## config.mk

```make
export PLATFORM = sky130hd
export DESIGN_NAME = ppm_p6_to_bgrx_stream_converter_top_flat
export DESIGN_NICKNAME = d
export VERILOG_FILES = /design/src/rtl/core/ppmc_pkg.sv /design/src/rtl/core/ppmc_if.sv /design/src/rtl/core/ppmc_parser.sv /design/src/rtl/core/ppm_p6_to_bgrx_stream_converter_top.sv /design/src/flat_wrapper.sv
export SDC_FILE = /design/constraint.sdc
export NUM_CORES = 1
export LEC_CHECK = 0
export BUFFER_PORTS_ARGS = -buffer_cell sky130_fd_sc_hd__buf_2
export CELL_PAD_IN_SITES_DETAIL_PLACEMENT = 0
export CELL_PAD_IN_SITES_GLOBAL_PLACEMENT = 1
export CORE_ASPECT_RATIO = 0.7
export CORE_MARGIN = 2
export CORE_UTILIZATION = 50
export DETAILED_ROUTE_END_ITERATION = 10
export HOLD_SLACK_MARGIN = 0.15
export PLACE_DENSITY_LB_ADDON = 0.1
export SETUP_SLACK_MARGIN = 0.1
export SYNTH_ARGS = -nofsm -noshare
export SYNTH_HDL_FRONTEND = slang
export SYNTH_SLANG_ARGS = --single-unit
```

## constraint.sdc

```tcl
create_clock -name clk_i -period 4.9 [get_ports clk_i]
set_clock_uncertainty 0.1 [all_clocks]
set_input_delay 0.245 -clock clk_i [delete_from_list [all_inputs] [get_ports clk_i]]
set_output_delay 0.245 -clock clk_i [all_outputs]
set_load 0.05 [all_outputs]
```

## src/rtl/core/ppmc_pkg.sv

```systemverilog
// Package for the PPM P6 to BGRX stream converter.
// Holds shared constants, phase and status codes, and the result bundle type.
// No dependencies.
package ppmc_pkg;

  // Width of the decimal accumulator and of the image dimension counters.
  localparam int unsigned DIM_BITS = 24;
  localparam logic [DIM_BITS-1:0] DIM_MAX = '1;
  localparam logic [DIM_BITS-1:0] MAXVAL_REQ = {{(DIM_BITS-8){1'b0}}, 8'hFF};
  localparam logic [DIM_BITS-1:0] DIM_ONE = {{(DIM_BITS-1){1'b0}}, 1'b1};

  // Stream characters
  localparam logic [7:0] CH_P     = 8'h50;
  localparam logic [7:0] CH_6     = 8'h36;
  localparam logic [7:0] CH_HASH  = 8'h23;
  localparam logic [7:0] CH_PLUS  = 8'h2B;
  localparam logic [7:0] CH_MINUS = 8'h2D;
  localparam logic [7:0] CH_0     = 8'h30;
  localparam logic [7:0] CH_9     = 8'h39;
  localparam logic [7:0] CH_SP    = 8'h20;
  localparam logic [7:0] CH_TAB   = 8'h09;
  localparam logic [7:0] CH_CR    = 8'h0D;
  localparam logic [7:0] CH_LF    = 8'h0A;

  // Output header magic
  localparam logic [7:0] CH_B = 8'h42;
  localparam logic [7:0] CH_G = 8'h47;
  localparam logic [7:0] CH_R = 8'h52;
  localparam logic [7:0] CH_X = 8'h58;

  typedef enum logic [5:0] {
    PH_MAGIC   = 6'b000001,
    PH_WIDTH   = 6'b000010,
    PH_HEIGHT  = 6'b000100,
    PH_MAXVAL  = 6'b001000,
    PH_PIXELS  = 6'b010000,
    PH_STOPPED = 6'b100000
  } phase_e;

  typedef enum logic [2:0] {
    ST_BUSY       = 3'd0,
    ST_DONE       = 3'd1,
    ST_BAD_MAGIC  = 3'd2,
    ST_BAD_WIDTH  = 3'd3,
    ST_BAD_HEIGHT = 3'd4,
    ST_BAD_MAXVAL = 3'd5,
    ST_EMPTY_TOK  = 3'd6,
    ST_EARLY_END  = 3'd7
  } status_e;

  // All results caused by one input byte: up to four, sent one per cycle while the receiver is ready.
  typedef struct packed {
    logic [3:0][7:0] data;
    logic [2:0]      count;     // 0..4
    logic            has_byte;
    status_e         status;
  } bundle_t;

  function automatic logic is_space(input logic [7:0] c);
    return (c == CH_SP) || (c == CH_TAB) || (c == CH_CR) || (c == CH_LF);
  endfunction

  function automatic logic is_eol(input logic [7:0] c);
    return (c == CH_CR) || (c == CH_LF);
  endfunction

endpackage

```

## src/rtl/core/ppmc_if.sv

```systemverilog
// Stream interfaces for the PPM P6 to BGRX converter: input bytes and results.
// valid/ready handshake; a request moves when both are high. No dependencies.
interface ppmc_in_if;
  logic       valid;
  logic       ready;
  logic [7:0] in_byte;
  logic       end_of_stream;

  modport source (output valid, output in_byte, output end_of_stream, input ready);
  modport sink   (input valid, input in_byte, input end_of_stream, output ready);
endinterface

interface ppmc_out_if;
  logic       valid;
  logic       ready;
  logic [7:0] out_byte;
  logic       has_byte;
  logic       last_of_run;
  logic [2:0] status;

  modport source (output valid, output out_byte, output has_byte, output last_of_run,
                  output status, input ready);
  modport sink   (input valid, input out_byte, input has_byte, input last_of_run,
                  input status, output ready);
endinterface

```

## src/rtl/core/ppmc_parser.sv

```systemverilog
// Parser state and next-state logic of the PPM P6 to BGRX converter.
// One byte per step_i; emits the bundle of results for that byte. Uses ppmc_pkg.
module ppmc_parser (
  input  logic              clk_i,
  input  logic              rst_ni,
  input  logic              step_i,
  input  logic [7:0]        byte_i,
  input  logic              eos_i,
  output ppmc_pkg::bundle_t bundle_o
);
  import ppmc_pkg::*;

  phase_e              phase_q, phase_d;
  status_e             status_q, status_d;
  logic                cmt_q, cmt_d;
  logic                skip_q, skip_d;
  logic [1:0]          tok_q, tok_d;
  logic                magic_ok_q, magic_ok_d;
  logic                neg_q, neg_d;
  logic                stop_q, stop_d;
  logic [DIM_BITS-1:0] acc_q, acc_d;
  logic [DIM_BITS-1:0] width_q, width_d;
  logic [DIM_BITS-1:0] col_q, col_d;    // pixels left in the current row
  logic [DIM_BITS-1:0] row_q, row_d;    // rows left, current one included
  logic [1:0]          bip_q, bip_d;
  logic [15:0]         held_q, held_d;

  logic [DIM_BITS+3:0] acc_mul;
  logic                positive;
  bundle_t             bnd;

  // acc*10 + digit, shifts and adds only
  assign acc_mul = ({4'b0, acc_q} << 3) + ({4'b0, acc_q} << 1)
                 + {{(DIM_BITS-4){1'b0}}, byte_i - CH_0};
  assign positive = !neg_q && (acc_q != '0);

  always_comb begin
    phase_d    = phase_q;
    status_d   = status_q;
    cmt_d      = cmt_q;
    skip_d     = skip_q;
    tok_d      = tok_q;
    magic_ok_d = magic_ok_q;
    neg_d      = neg_q;
    stop_d     = stop_q;
    acc_d      = acc_q;
    width_d    = width_q;
    col_d      = col_q;
    row_d      = row_q;
    bip_d      = bip_q;
    held_d     = held_q;
    bnd.data     = '0;
    bnd.count    = 3'd0;
    bnd.has_byte = 1'b1;

    if (phase_q != PH_STOPPED) begin
      if (eos_i) begin
        status_d = ST_EARLY_END;
        phase_d  = PH_STOPPED;
      end else if (phase_q == PH_PIXELS) begin
        case (bip_q)
          2'd0: begin
            held_d[15:8] = byte_i;
            bip_d        = 2'd1;
          end
          2'd1: begin
            held_d[7:0] = byte_i;
            bip_d       = 2'd2;
          end
          default: begin
            bnd.data  = {8'h00, held_q[15:8], held_q[7:0], byte_i};
            bnd.count = 3'd4;
            bip_d     = 2'd0;
            if (col_q == DIM_ONE) begin
              if (row_q == DIM_ONE) begin
                status_d = ST_DONE;
                phase_d  = PH_STOPPED;
              end else begin
                row_d = row_q - DIM_ONE;
                col_d = width_q;
              end
            end else begin
              col_d = col_q - DIM_ONE;
            end
          end
        endcase
      end else if (cmt_q) begin
        if (is_eol(byte_i)) cmt_d = 1'b0;
      end else if (!(skip_q && is_space(byte_i))) begin
        skip_d = 1'b0;
        if ((tok_q == 2'd0) && (byte_i == CH_HASH)) begin
          cmt_d = 1'b1;
        end else if (is_space(byte_i)) begin
          // token ends
          if (tok_q == 2'd0) begin
            status_d = ST_EMPTY_TOK;
            phase_d  = PH_STOPPED;
          end else begin
            case (phase_q)
              PH_MAGIC: begin
                if (!magic_ok_q || (tok_q != 2'd2)) begin
                  status_d = ST_BAD_MAGIC;
                  phase_d  = PH_STOPPED;
                end else begin
                  bnd.data  = {CH_X, CH_R, CH_G, CH_B};
                  bnd.count = 3'd4;
                  phase_d   = PH_WIDTH;
                end
              end
              PH_WIDTH: begin
                if (!positive) begin
                  status_d = ST_BAD_WIDTH;
                  phase_d  = PH_STOPPED;
                end else begin
                  width_d   = acc_q;
                  bnd.data  = {16'h0000, acc_q[7:0], acc_q[15:8]};
                  bnd.count = 3'd2;
                  phase_d   = PH_HEIGHT;
                end
              end
              PH_HEIGHT: begin
                if (!positive) begin
                  status_d = ST_BAD_HEIGHT;
                  phase_d  = PH_STOPPED;
                end else begin
                  col_d     = width_q;
                  row_d     = acc_q;
                  bnd.data  = {16'h0000, acc_q[7:0], acc_q[15:8]};
                  bnd.count = 3'd2;
                  phase_d   = PH_MAXVAL;
                end
              end
              default: begin
                if (neg_q || (acc_q != MAXVAL_REQ)) begin
                  status_d = ST_BAD_MAXVAL;
                  phase_d  = PH_STOPPED;
                end else begin
                  phase_d = PH_PIXELS;
                  bip_d   = 2'd0;
                end
              end
            endcase
            if (phase_d != PH_STOPPED) begin
              tok_d      = 2'd0;
              magic_ok_d = 1'b1;
              neg_d      = 1'b0;
              stop_d     = 1'b0;
              acc_d      = '0;
              cmt_d      = 1'b0;
              skip_d     = (phase_d != PH_PIXELS);
            end
          end
        end else begin
          if (phase_q == PH_MAGIC) begin
            if (((tok_q == 2'd0) && (byte_i != CH_P)) ||
                ((tok_q == 2'd1) && (byte_i != CH_6)) || (tok_q[1] == 1'b1)) begin
              magic_ok_d = 1'b0;
            end
          end else if ((tok_q == 2'd0) && ((byte_i == CH_PLUS) || (byte_i == CH_MINUS))) begin
            neg_d = (byte_i == CH_MINUS);
          end else if (!stop_q && (byte_i >= CH_0) && (byte_i <= CH_9)) begin
            acc_d = (|acc_mul[DIM_BITS+3:DIM_BITS]) ? DIM_MAX : acc_mul[DIM_BITS-1:0];
          end else begin
            stop_d = 1'b1;
          end
          if (tok_q != 2'd3) tok_d = tok_q + 2'd1;
        end
      end
    end

    // status change without bytes: one status-only result
    if ((bnd.count == 3'd0) && (status_d != status_q)) begin
      bnd.count    = 3'd1;
      bnd.has_byte = 1'b0;
    end
    bnd.status = status_d;
    bundle_o   = bnd;
  end

  always_ff @(posedge clk_i or negedge rst_ni) begin
    if (!rst_ni) begin
      phase_q    <= PH_MAGIC;
      status_q   <= ST_BUSY;
      cmt_q      <= 1'b0;
      skip_q     <= 1'b0;
      tok_q      <= 2'd0;
      magic_ok_q <= 1'b1;
      neg_q      <= 1'b0;
      stop_q     <= 1'b0;
      acc_q      <= '0;
      bip_q      <= 2'd0;
    end else if (step_i) begin
      phase_q    <= phase_d;
      status_q   <= status_d;
      cmt_q      <= cmt_d;
      skip_q     <= skip_d;
      tok_q      <= tok_d;
      magic_ok_q <= magic_ok_d;
      neg_q      <= neg_d;
      stop_q     <= stop_d;
      acc_q      <= acc_d;
      bip_q      <= bip_d;
    end
  end

  // dimension and pixel payload, written before use
  always_ff @(posedge clk_i) begin
    if (step_i) begin
      width_q <= width_d;
      col_q   <= col_d;
      row_q   <= row_d;
      held_q  <= held_d;
    end
  end

endmodule

```

## src/rtl/core/ppm_p6_to_bgrx_stream_converter_top.sv

```systemverilog
// Top level of the PPM P6 to BGRX stream converter.
// Depends on ppmc_pkg, ppmc_if (ppmc_in_if, ppmc_out_if) and ppmc_parser.

// Takes a binary PPM (P6) stream one byte per request on in_i and sends BGRX
// on out_o, one result per request. The magic "P6" yields 'B','G','R','X';
// width and height yield their low 16 bits big-endian; maxval must be 255;
// each RGB pixel yields B,G,R,0. Errors and the early end of the stream yield
// one status-only result (has_byte 0). last_of_run marks the final result
// caused by an input byte. After the first non-busy status every further
// input, end_of_stream too, is taken and dropped without a result.
// Timing: an input byte is registered, then parsed into a bundle register
// that holds all of its results (at most four). With the bundle register free,
// the first result is valid once the byte has passed the input register and
// the bundle register. A byte waits in the input register while the bundle
// of an earlier byte drains, even if it yields no result itself. Header bytes
// without results run at one per cycle while no earlier bundle drains. At full
// output rate a pixel's B,G,R,0 results drain one after another while the red
// byte of the next pixel waits; it is parsed as the last of them is taken, then
// the green and blue bytes are parsed in turn, the blue one loading the bundle.
// in_i.ready depends combinationally on out_o.ready through the bundle drain.
module ppm_p6_to_bgrx_stream_converter_top (
  input  logic              clk_i,
  input  logic              rst_ni,
  ppmc_in_if.sink           in_i,
  ppmc_out_if.source        out_o
);
  import ppmc_pkg::*;

  // input register
  logic       in_vld_q;
  logic [7:0] in_byte_q;
  logic       in_eos_q;

  // result bundle register and read pointer
  logic       bvld_q;
  bundle_t    bundle_q;
  logic [1:0] idx_q;

  bundle_t    bundle_new;
  logic       in_fire;
  logic       out_fire;
  logic       out_last;
  logic       bnd_free;
  logic       step;

  assign out_last = ({1'b0, idx_q} + 3'd1) == bundle_q.count;
  assign out_fire = bvld_q && out_o.ready;
  // bundle register can take the next bundle this cycle
  assign bnd_free = !bvld_q || (out_fire && out_last);
  assign step     = in_vld_q && bnd_free;

  assign in_i.ready = !in_vld_q || step;
  assign in_fire    = in_i.valid && in_i.ready;

  ppmc_parser u_parser (
    .clk_i    (clk_i),
    .rst_ni   (rst_ni),
    .step_i   (step),
    .byte_i   (in_byte_q),
    .eos_i    (in_eos_q),
    .bundle_o (bundle_new)
  );

  always_ff @(posedge clk_i or negedge rst_ni) begin
    if (!rst_ni) begin
      in_vld_q <= 1'b0;
    end else if (in_fire) begin
      in_vld_q <= 1'b1;
    end else if (step) begin
      in_vld_q <= 1'b0;
    end
  end

  always_ff @(posedge clk_i) begin
    if (in_fire) begin
      in_byte_q <= in_i.in_byte;
      in_eos_q  <= in_i.end_of_stream;
    end
  end

  // bundles with no results are dropped here
  always_ff @(posedge clk_i or negedge rst_ni) begin
    if (!rst_ni) begin
      bvld_q <= 1'b0;
      idx_q  <= 2'd0;
    end else if (step && (bundle_new.count != 3'd0)) begin
      bvld_q <= 1'b1;
      idx_q  <= 2'd0;
    end else if (out_fire && out_last) begin
      bvld_q <= 1'b0;
    end else if (out_fire) begin
      idx_q <= idx_q + 2'd1;
    end
  end

  always_ff @(posedge clk_i) begin
    if (step && (bundle_new.count != 3'd0)) begin
      bundle_q <= bundle_new;
    end
  end

  assign out_o.valid       = bvld_q;
  assign out_o.out_byte    = bundle_q.data[idx_q];
  assign out_o.has_byte    = bundle_q.has_byte;
  assign out_o.last_of_run = out_last;
  assign out_o.status      = bundle_q.status;

endmodule

```

## src/flat_wrapper.sv

```systemverilog
// flat-port wrapper written by rule: the top's interface ports become plain ports
module ppm_p6_to_bgrx_stream_converter_top_flat import ppmc_pkg::*;
  (clk_i, rst_ni, in_i_valid, in_i_in_byte, in_i_end_of_stream, in_i_ready, out_o_valid, out_o_out_byte, out_o_has_byte, out_o_last_of_run, out_o_status, out_o_ready);
  ppmc_in_if in_i_i ();
  ppmc_out_if out_o_i ();
  input  logic clk_i;
  input  logic rst_ni;
  input wire logic [$bits(in_i_i.valid)-1:0] in_i_valid;
  input wire logic [$bits(in_i_i.in_byte)-1:0] in_i_in_byte;
  input wire logic [$bits(in_i_i.end_of_stream)-1:0] in_i_end_of_stream;
  output wire logic [$bits(in_i_i.ready)-1:0] in_i_ready;
  output wire logic [$bits(out_o_i.valid)-1:0] out_o_valid;
  output wire logic [$bits(out_o_i.out_byte)-1:0] out_o_out_byte;
  output wire logic [$bits(out_o_i.has_byte)-1:0] out_o_has_byte;
  output wire logic [$bits(out_o_i.last_of_run)-1:0] out_o_last_of_run;
  output wire logic [$bits(out_o_i.status)-1:0] out_o_status;
  input wire logic [$bits(out_o_i.ready)-1:0] out_o_ready;
  assign in_i_i.valid = in_i_valid;
  assign in_i_i.in_byte = in_i_in_byte;
  assign in_i_i.end_of_stream = in_i_end_of_stream;
  assign in_i_ready = in_i_i.ready;
  assign out_o_valid = out_o_i.valid;
  assign out_o_out_byte = out_o_i.out_byte;
  assign out_o_has_byte = out_o_i.has_byte;
  assign out_o_last_of_run = out_o_i.last_of_run;
  assign out_o_status = out_o_i.status;
  assign out_o_i.ready = out_o_ready;
  ppm_p6_to_bgrx_stream_converter_top u_core (.clk_i(clk_i), .rst_ni(rst_ni), .in_i(in_i_i), .out_o(out_o_i));
endmodule
```

# Word-level counts from Yosys, hierarchy flattened
# Index checks and enable logic that the tools add are counted.
[word_totals]
regBits = 182
in_bits = 13
output_inout_bits = 15
word_cells = 284
[op_classes]
n_addsub = 8
magnitude_cmp = 3
eq_ne = 47
mux = 125
bitwise_logic = 7
n_reduce_logical = 67
[ops]
columns = ["op", "n"]
rows = [
  ["$mux 24", 29],
  ["$mux 34", 7],
  ["$mux 6", 22],
  ["$pmux 34 s2", 1],
  ["$mux 3", 17],
  ["$eq 24x1->1 const B", 2],
  ["$sub 24x1->24 const B", 2],
  ["$reduce_and 12->1", 3],
  ["$reduce_and 11->1", 3],
  ["$eq 8x6->1 const B", 4],
  ["$mux 2", 15],
  ["$add 27x25->28", 1],
  ["$add 28x8->28", 1],
  ["$mux 27", 1],
  ["$mux 1", 26],
  ["$eq 8x4->1 const B", 3],
  ["$ne 2x2->1 const B", 12],
  ["$ne 24x8->1 const B", 1],
  ["$reduce_bool 24->1", 1],
  ["$reduce_bool 2->1", 11],
  ["$reduce_and 10->1", 2],
  ["$mux 19", 1],
  ["$pmux 6 s3", 1],
  ["$bmux 8 s2", 1],
  ["other kinds (41)", 90],
]

# Logic depth before layout (Yosys ltp)
# Gate-level depths: netlist of run 1.
[depth]
word_depth = 19
mapped_depth = 16
mapped_depth_nobuf = 14

# Cells and area by module
# Synthesis of run 1 repeated with hierarchy kept, for this count alone.
[hier_totals]
cells_unflattened = 1000
area_unflattened_um2 = 10572.6
[by_module_without_submodules]
columns = ["mod", "instances", "cells_each", "area_per_inst_um2", "seq_area_each_um2"]
rows = [
  ["ppmc_parser", 1, 914, 8635.8, 3696.0],
  ["ppm_p6_to_bgrx_stream_converter_top", 1, 86, 1936.9, 1541.5],
]

# Worst setup path after synthesis of run 1
# OpenSTA, ideal clock, no wires.
[synth_timing]
path_kind = "register to register"
startpoint = "register u_core.u_parser.col_q[10]"
endpoint = "register u_core.bundle_q[10] (netlist name), enable pin"
setup_time_ns = 0.432
arrival_time_ns = 3.894
required_time_ns = 4.368
setup_slack_ns = 0.474
path_stages_with_launch = 10
n_path_buf = 1
synth_period_minus_slack_ns = 4.426
cell_sequence = "edfxtp_1 or3_1 clkbuf_1 nor4b_2 nand3_1 nor3_2 a21oi_1 o211a_1 a31o_2 a21oi_1"
[synth_between]
elab_chain_cells = 11
[synth_lines]
columns = ["element", "line", "source"]
rows = [
  ["start: declaration", "ppmc_parser.sv:23", "logic [DIM_BITS-1:0] col_q, col_d;"],
  ["start signal: assignment", "ppmc_parser.sv:210", "col_q <= col_d;"],
  ["$eq 24x1->1", "ppmc_parser.sv:74", "if (col_q == DIM_ONE) begin"],
  ["$mux 3", "ppmc_parser.sv:74", ""],
  ["$mux 3", "ppmc_parser.sv:61", "case (bip_q)"],
  ["$mux 3", "ppmc_parser.sv:60", "end else if (phase_q == PH_PIXELS) begin"],
  ["$mux 3", "ppmc_parser.sv:57", "if (eos_i) begin"],
  ["$mux 3", "ppmc_parser.sv:56", "if (phase_q != PH_STOPPED) begin"],
  ["$ne 3x3->1", "ppmc_parser.sv:172", "if ((bnd.count == 3'd0) && (status_d != status_q)) begin"],
  ["$logic_and 1x1->1", "ppmc_parser.sv:172", ""],
  ["$mux 4", "ppmc_parser.sv:172", ""],
  ["$reduce_bool 3->1", "ppm_p6_to_bgrx_stream_converter_top.sv:97", "if (step && (bundle_new.count != 3'd0)) begin"],
  ["$logic_and 1x1->1", "ppm_p6_to_bgrx_stream_converter_top.sv:97", ""],
  ["end signal: assignment", "ppm_p6_to_bgrx_stream_converter_top.sv:98", "bundle_q <= bundle_new;"],
  ["end: declaration", "ppm_p6_to_bgrx_stream_converter_top.sv:36", "bundle_t bundle_q;"],
]
# No other way between the ends.
# A chain may end at the register's enable or synchronous reset.

# Final worst setup path of run 1
[layout_timing]
startpoint = "register u_core.in_byte_q[4]"
endpoint = "register u_core.u_parser.acc_q[13]"
[layout_between]
elab_chain_cells = 8
word_cells_on_any_way = 34
cone_classes = "2 x add/sub; 2 x order compare; 11 x eq/ne; 5 x mux; 2 x bitwise; 12 x reduce/logical"
[layout_lines]
columns = ["element", "line", "source"]
rows = [
  ["start: declaration", "ppm_p6_to_bgrx_stream_converter_top.sv:31", "logic [7:0] in_byte_q;"],
  ["start signal: assignment", "ppm_p6_to_bgrx_stream_converter_top.sv:76", "in_byte_q <= in_i.in_byte;"],
  ["$sub 8x6->8", "ppmc_parser.sv:34", "+ {{(DIM_BITS-4){1'b0}}, byte_i - CH_0};"],
  ["$add 28x8->28", "ppmc_parser.sv:34", ""],
  ["$reduce_or 4->1", "ppmc_parser.sv:162", "acc_d = (|acc_mul[DIM_BITS+3:DIM_BITS]) ? DIM_MAX : acc_mul[DIM_BITS-1:0];"],
  ["$mux 24", "ppmc_parser.sv:162", ""],
  ["$mux 24", "ppmc_parser.sv:161", "end else if (!stop_q && (byte_i >= CH_0) && (byte_i <= CH_9)) begin"],
  ["$mux 24", "ppmc_parser.sv:159", "end else if ((tok_q == 2'd0) && ((byte_i == CH_PLUS) || (byte_i == CH_MINUS))) begin"],
  ["$mux 24", "ppmc_parser.sv:154", "if (phase_q == PH_MAGIC) begin"],
  ["$mux 24", "ppmc_parser.sv:93", "end else if (is_space(byte_i)) begin"],
  ["end signal: assignment", "ppmc_parser.sv:190", "acc_q <= '0;"],
  ["end signal: assignment", "ppmc_parser.sv:201", "acc_q <= acc_d;"],
  ["end: declaration", "ppmc_parser.sv:21", "logic [DIM_BITS-1:0] acc_q, acc_d;"],
]
# Several ways; a longest one is shown, not always the timed one. The select of a mux whose other input is x is not followed.

==> impl_metrics.py, run 1 <==
metrics = {
    "power_and_ir_drop": {
        "power_density_nw_per_um2": 340,
        "ir_drop_mv": 0.186,
        "power.leakage_nw": 4.61,
    },
    "worst_setup_path": {
        "max_stage_delay_ps": 550,
        "critPathTopFamily": "compound AO/OA/AOI/OAI gates",
        "slowest_stage": "fa_1",
        "worstPathCellList": "ha_1, xor2_1, fa_1, inv_1, ha_1, a211o_1, a311o_1, a21o_1, a41oi_2, o21ai_2, a211oi_4, a211oi_4, buf_4, a221o_2",
        "endpoint_kind": "flip-flop",
        "cp-start-kind": "flip-flop",
        "worst_ep_required_time_ps": 5110,
        "crit_fanout": 24,
        "worstSetupPathDepth": 14,
        "crit_arrival_ps": 4590,
        "path_buf_inv": 2,
        "r2r_cells": 14,
        "path_class": "reg2reg",
    },
    "drt": {
        "drtIter0Drc": 757,
        "avgViaCountPerCell": 5.92,
        "routedWlPerCell_um": 20.0,
        "vias": 7619,
        "wl_um": 25800,
        "firstDrtPassIters": 5,
        "ant_nets": 0,
        "drc": 0,
    },
    "layout": {
        "area_delta_synth_final_pct": 11.2,
        "drive_above_1_share": 0.133,
        "fin_cells": 1288,
        "num_antenna_cells": 0,
        "nets": 1074,
    },
    "synthesis": {
        "ys_seq_elements": 175,
        "syn_area_um2": 10400,
        "ys_seq_area_frac": 0.485,
        "synth_fp_nets": 1037,
        "synthCells": 962,
        "ys.flop_type": "edfxtp_1",
        "avgSynthCellArea_um2": 10.8,
        "synthArstFlopShare": 0.263,
        "ys_types": 92,
        "synth_edf_count": 129,
        "yosysWarningCount": 0,
    },
    "global_route": {
        "grt_pass1_wl_um": 40800,
        "gr-total-overflow": 0,
        "grt_use_total": 0.244,
        "grt_max_degree": 51,
        "antenna_found_initial": 0,
        "grt_pass1_vias": 6970,
    },
    "floorplanning": {
        "die_h_um": 125,
        "core_um2": 20500,
        "dieWidth_um": 176,
        "initial_utilization": 0.505,
        "ios": 28,
        "die_area_um2": 21900,
        "rows": 44,
    },
    "clocking": {
        "clockRootBuffer": "clkbuf_16",
        "cts_tree": "built",
        "htreeDepth": 4,
        "cts_buffers": 17,
        "postCtsSetupBuffers": 0,
        "cts-resized-gates": 0,
        "clk_pin_slew_ps": 70,
        "clock_path_buffers": 2,
        "clk_latency_ps": 440,
        "cts.sinks": 175,
        "cts_hold_buffers": 11,
    },
    "flow_run": {
        "cap_violations": 0,
    },
    "sta": {
        "setup-violations-final": 0,
        "finalMaxSlewViolations": 0,
        "finalCritPeriodShare": 0.894,
        "setup_tns_ps": 0,
        "fmax_ghz": 0.228,
        "max_slew_margin": 0.375,
        "worst_pin_slew_ps": 935,
        "rsz0062_at_grt": "no",
        "hold_viol": 0,
        "fin_crit_ps": 4380,
    },
    "worst_hold_path": {
        "hold_path_class": "in2reg",
        "min_path_cells": 4,
    },
    "run_status": {
        "status": "finished, final reports clean",
    },
    "placement": {
        "place_congestion": 0.892,
        "io_buffers": 27,
        "place_hpwl_um": 18900,
        "dp.cells": 1245,
    },
}
==> synth_stat cells, types with 5 or more instances <==
| cell type | count | share of area |
|---|---|---|
| mux2i_1 | 7 | 0.0068 |
| nand2b_1 | 14 | 0.0084 |
| a22oi_1 | 13 | 0.0094 |
| ha_1 | 56 | 0.068 |
| and3_1 | 12 | 0.0072 |
| inv_1 | 29 | 0.010 |
| nor4_1 | 18 | 0.011 |
| o211ai_1 | 5 | 0.0036 |
| and2_1 | 9 | 0.0054 |
| xnor2_1 | 39 | 0.033 |
| a221o_1 | 14 | 0.014 |
| clkbuf_1 | 24 | 0.0087 |
| xor2_1 | 26 | 0.022 |
| or4_1 | 9 | 0.0065 |
| a211o_1 | 6 | 0.0051 |
| o31ai_1 | 5 | 0.0036 |
| and4_1 | 5 | 0.0042 |
| nand2_1 | 81 | 0.029 |
| buf_2 | 5 | 0.0024 |
| edfxtp_1 | 129 | 0.37 |
| nand3_1 | 17 | 0.0082 |
| o21ai_1 | 6 | 0.0029 |
| a21o_1 | 20 | 0.014 |
| a21oi_1 | 58 | 0.028 |
| dfrtp_1 | 44 | 0.11 |
| nor3_1 | 27 | 0.013 |
| nor2b_1 | 5 | 0.0030 |
| or3_1 | 10 | 0.0060 |
| a31oi_1 | 9 | 0.0054 |
| nor2_1 | 87 | 0.031 |
| buf_4 | 5 | 0.0036 |
| fa_1 | 6 | 0.012 |
| o21ai_0 | 55 | 0.027 |
==> flip-flops by register name, summed over array words and instances, names as in the netlist, 2 cells and up <==
name                      count
u_core.bundle_q              28
u_core.idx_q                  2
u_core.in_byte_q              8
u_core.out_o.status           3
u_core.u_parser.acc_q        24
u_core.u_parser.bip_q         2
u_core.u_parser.col_q        24
u_core.u_parser.held_q       16
u_core.u_parser.phase_q       6
u_core.u_parser.row_q        24
u_core.u_parser.status_q      3
u_core.u_parser.tok_q         2
u_core.u_parser.width_q      24
==> power by group <==
group | internal (mW) | switching, mW
Clock | 0.693 | 0.655
Combinational | 0.280 | 0.506
Sequential | 1.68 | 0.115
Total | 2.65 | 1.28
==> tightest hold or removal path, delay by kind of cell <==
family	cells	cell delay, ps
AOI/OAI and AO/OA	2	260
buffers and inverters	1	90
and+or+nand+nor	1	90
==> routing by layer <==
layer  global-route usage  wire (um)  vias to the layer above
met5                    0          0                        -
met4               0.0476        231                        0
met3               0.0531       1750                       20
met2                0.293       9600                      228
met1                0.429      14200                     3673
li1                     -          -                     3698
==> cell families (layout without fill, tap and decap cells) <==
kind of cell	Yosys count	in the layout	share of synthesized area
AND/OR/NAND/NOR	334	334	0.173
AO/OA/AOI/OAI	243	243	0.161
flip-flops	175	175	0.485
buffers and inverters	70	120	0.0306
XOR/XNOR	65	65	0.0549
adder cells (fa/ha/maj)	62	62	0.0791
multiplexers	13	13	0.0165
==> per-stage QoR <==
stage | cell area (um2) | hold WS, ps | total power, mW | setup slack [ps] | util
floorplan | 10400 | -151 | 2.36 | 474 | -
global route | 11500 | 225 | 4.11 | 364 | 0.562
detailed placement | 10800 | 279 | 2.59 | 562 | 0.528
finish | 11500 | 189 | 3.93 | 519 | 0.562
CTS | 11500 | 167 | 3.93 | 542 | 0.562
global placement | 10800 | 280 | 2.59 | 657 | 0.528
==> placed cells by master, fill, tap and decap left out, drive strengths merged, types with 6 or more instances in the layout <==
cell type	count
o21ai	64
or4	12
ha	56
or3	10
and3	13
nor2	87
dlygate4sd3	11
buf	46
mux2i	7
a22oi	13
a21o	21
a31oi	10
dfrtp	44
xor2	26
a221o	18
nor3	30
a21oi	61
nor3b	7
edfxtp	129
fa	6
nor4	21
nand3	18
and2	10
clkbuf	18
a211o	6
nand2b	14
xnor2	39
nand2	82
inv	38
==> worst paths after layout <==
kind | from | endpoint | slack (ps)
worst max-delay path | u_core.in_byte_q[4] | u_core.u_parser.acc_q[13] | 520
worst min-delay path | out_o_ready | u_core.out_o.valid | 190
worst max register to register | u_core.in_byte_q[4] | u_core.u_parser.acc_q[13] | 520
worst min register to register | u_core.u_parser.magic_ok_q | u_core.u_parser.magic_ok_q | 400
max in group asynchronous | rst_ni | u_core.u_parser.acc_q[8] | 3910
min in group asynchronous | rst_ni | u_core.out_o.valid | 320
==> final cells by class <==
class                      instances  area [um2]
sequential                       175        5030
fill                            1788        8990
multi-input combinational        717        5070
clock buffer                      18         439
inverter                          31         116
clock inverter                    14         145
timing repair buffer              57         400
tap                              276         345
Power figures use the tool's default switching activity.
==> inputs of run 2 (changes only) <==
CELL_PAD_IN_SITES_DETAIL_PLACEMENT = 1   (was 0)
==> run 2 against run 1 <==
Power increased by 1.1%. Sequential power hardly changed. Maximum frequency decreased by 0.11%. Critical path depth is the same. Die area stayed put. Cell count did not move. Via count grew 3.9%. First-iteration DRC count decreased by 5.7%. Critical path type unchanged.
==> impl_metrics.py, run 2 (synthesized netlist as in run 1, its figures left out) <==
metrics = {
    "clocking": {
        "cts_buffers": 17,
        "cts_tree": "built",
        "clk_latency_ps": 440,
        "clk_pin_slew_ps": 80,
        "cts-resized-gates": 0,
        "cts.sinks": 175,
        "htreeDepth": 4,
        "clock_path_buffers": 2,
        "clockRootBuffer": "clkbuf_16",
    },
    "layout": {
        "area_delta_synth_final_pct": 11.3,
        "final_cell_area_um2": 11500,
        "final_cell_mix": "129 x edfxtp_1, 86 x nor2_1, 81 x nand2_1, 56 x a21oi_1, 56 x ha_1",
        "num_antenna_cells": 0,
        "fin_util": 0.562,
        "drive_above_1_share": 0.133,
        "largest_register": "u_core.bundle_q",
        "nets": 1074,
        "largest_reg_flops": 28,
        "final_common_cell": "edfxtp_1",
    },
    "worst_setup_path": {
        "cp-start-kind": "flip-flop",
        "r2r_cells": 14,
        "path_class": "reg2reg",
        "r2r_end": "u_core.u_parser.acc_q[15]",
        "endpoint_kind": "flip-flop",
        "worst_r2r_startpoint": "u_core.in_byte_q[4]",
        "slowest_stage": "fa_1",
        "worst_ep_required_time_ps": 5110,
        "worstPathCellList": "ha_1, xor2_1, fa_1, inv_1, ha_1, a211o_1, a311o_1, a21o_1, a41oi_2, o21ai_2, a211oi_4, a211oi_4, buf_4, a221o_2",
        "crit_fanout": 24,
        "crit_arrival_ps": 4600,
        "rrSetupSlack_ps": 510,
        "max_stage_delay_ps": 550,
    },
    "placement": {
        "place_congestion": 0.892,
        "io_buffers": 27,
        "place_area_um2": 10800,
        "place_hpwl_um": 21200,
    },
    "floorplanning": {
        "ios": 28,
        "rows": 44,
        "die_h_um": 125,
        "initial_utilization": 0.505,
        "core_um2": 20500,
        "dieWidth_um": 176,
        "die_area_um2": 21900,
    },
    "sta": {
        "hold_viol": 0,
        "max_slew_margin": 0.352,
        "fmax_ghz": 0.228,
        "setup_tns_ps": 0,
        "fin_crit_ps": 4390,
        "finalMaxSlewViolations": 0,
        "setup-violations-final": 0,
        "rsz0062_at_grt": "no",
        "worst_pin_slew_ps": 968,
        "finalCritPeriodShare": 0.895,
    },
    "global_route": {
        "grt_pass1_wl_um": 45000,
        "grt_max_degree": 51,
        "grt_pass1_vias": 7841,
        "grt_use_total": 0.269,
        "antenna_found_initial": 0,
        "gr-total-overflow": 0,
    },
    "drt": {
        "vias": 7914,
        "ant_nets": 0,
        "avgViaCountPerCell": 6.14,
        "wl_um": 28600,
        "routedWlPerCell_um": 22.2,
        "firstDrtPassIters": 5,
        "drtIter0Drc": 714,
        "drc": 0,
    },
    "flow_run": {
        "cap_violations": 0,
    },
    "worst_hold_path": {
        "min_path_cells": 4,
        "holdPathEnd": "u_core.out_o.valid",
        "hold_path.startpoint": "out_o_ready",
        "hold_path_class": "in2reg",
    },
    "run_status": {
        "status": "finished, final reports clean",
    },
    "power_and_ir_drop": {
        "power.leakage_nw": 4.62,
        "ir_drop_mv": 0.217,
        "power_density_nw_per_um2": 344,
    },
}
[run 2: changes by cell type in the layout (fill, tap and decap cells not counted)]
| cell | delta |
|---|---|
| clkinv_8 | +1 |
| clkinvlp_4 | -2 |
| clkinv_2 | +1 |
| clkbuf_8 | -1 |
| inv_8 | +1 |
[run 2: worst max-delay path by stage]
stage	startpoint	to	slack, ps	depth (start not counted)
final	u_core.in_byte_q[4]	u_core.u_parser.acc_q[15]	510	14
after global routing	u_core.in_byte_q[4]	u_core.u_parser.acc_q[15]	360	14
after CTS	u_core.in_byte_q[4]	u_core.u_parser.acc_q[15]	530	14
after detailed placement	u_core.in_byte_q[5]	u_core.u_parser.acc_q[14]	570	14
after global placement	u_core.in_byte_q[4]	u_core.u_parser.acc_q[15]	660	14
after floorplan	u_core.u_parser.col_q[10]	u_core.bundle_q[10]	470	9
[run 2: cell type report]
| cell class | count | area [um2] |
|---|---|---|
| Fill cell | 2203 | 8990 |
| Multi-Input combinational cell | 717 | 5070 |
| Sequential cell | 175 | 5030 |
| Clock buffer | 17 | 425 |
| Timing Repair Buffer | 57 | 400 |
| Tap cell | 276 | 345 |
| Clock inverter | 15 | 163 |
| Inverter | 31 | 116 |
[run 2: timing repair]
item | in CTS | in global routing
hold endpoints to repair | 54 | 0
hold buffers | 11 | 0
setup buffers | 0 | 0
[run 2: metrics by stage]
stage | std cells | hold WS, ps | power [mW] | setup slack (ps)
2_1_floorplan | 962 | -151 | 2.36 | 474
3_3_place_gp | 1245 | 280 | 2.59 | 657
3_5_place_dp | 1245 | 279 | 2.62 | 567
4_1_cts | 1288 | 171 | 3.98 | 526
5_1_grt | 1288 | 212 | 4.13 | 361
6_report | 1288 | 189 | 3.97 | 514
[run 2: power by group]
group	internal, mW	switching [mW]
combinational	0.282	0.533
sequential	1.68	0.122
clock	0.686	0.669
total	2.65	1.32
[run 2: per-layer routing]
metal / GRT usage / part of all wire / vias to the layer above
met1: 0.433 / 0.51 / 3963
met2: 0.370 / 0.41 / 234
met5: 0 / 0 / -
met4: 0.0627 / 0.013 / 0
met3: 0.0501 / 0.070 / 27
li1: - / - / 3690
[run 2: worst max-delay path: cells and delay by family (launching register included)]
| kind | cells | cell delay [ps] |
|---|---|---|
| buf+inv | 2 | 260 |
| flops | 1 | 520 |
| fa+ha+maj | 3 | 1230 |
| xor+xnor | 1 | 170 |
| compound gates | 8 | 1980 |
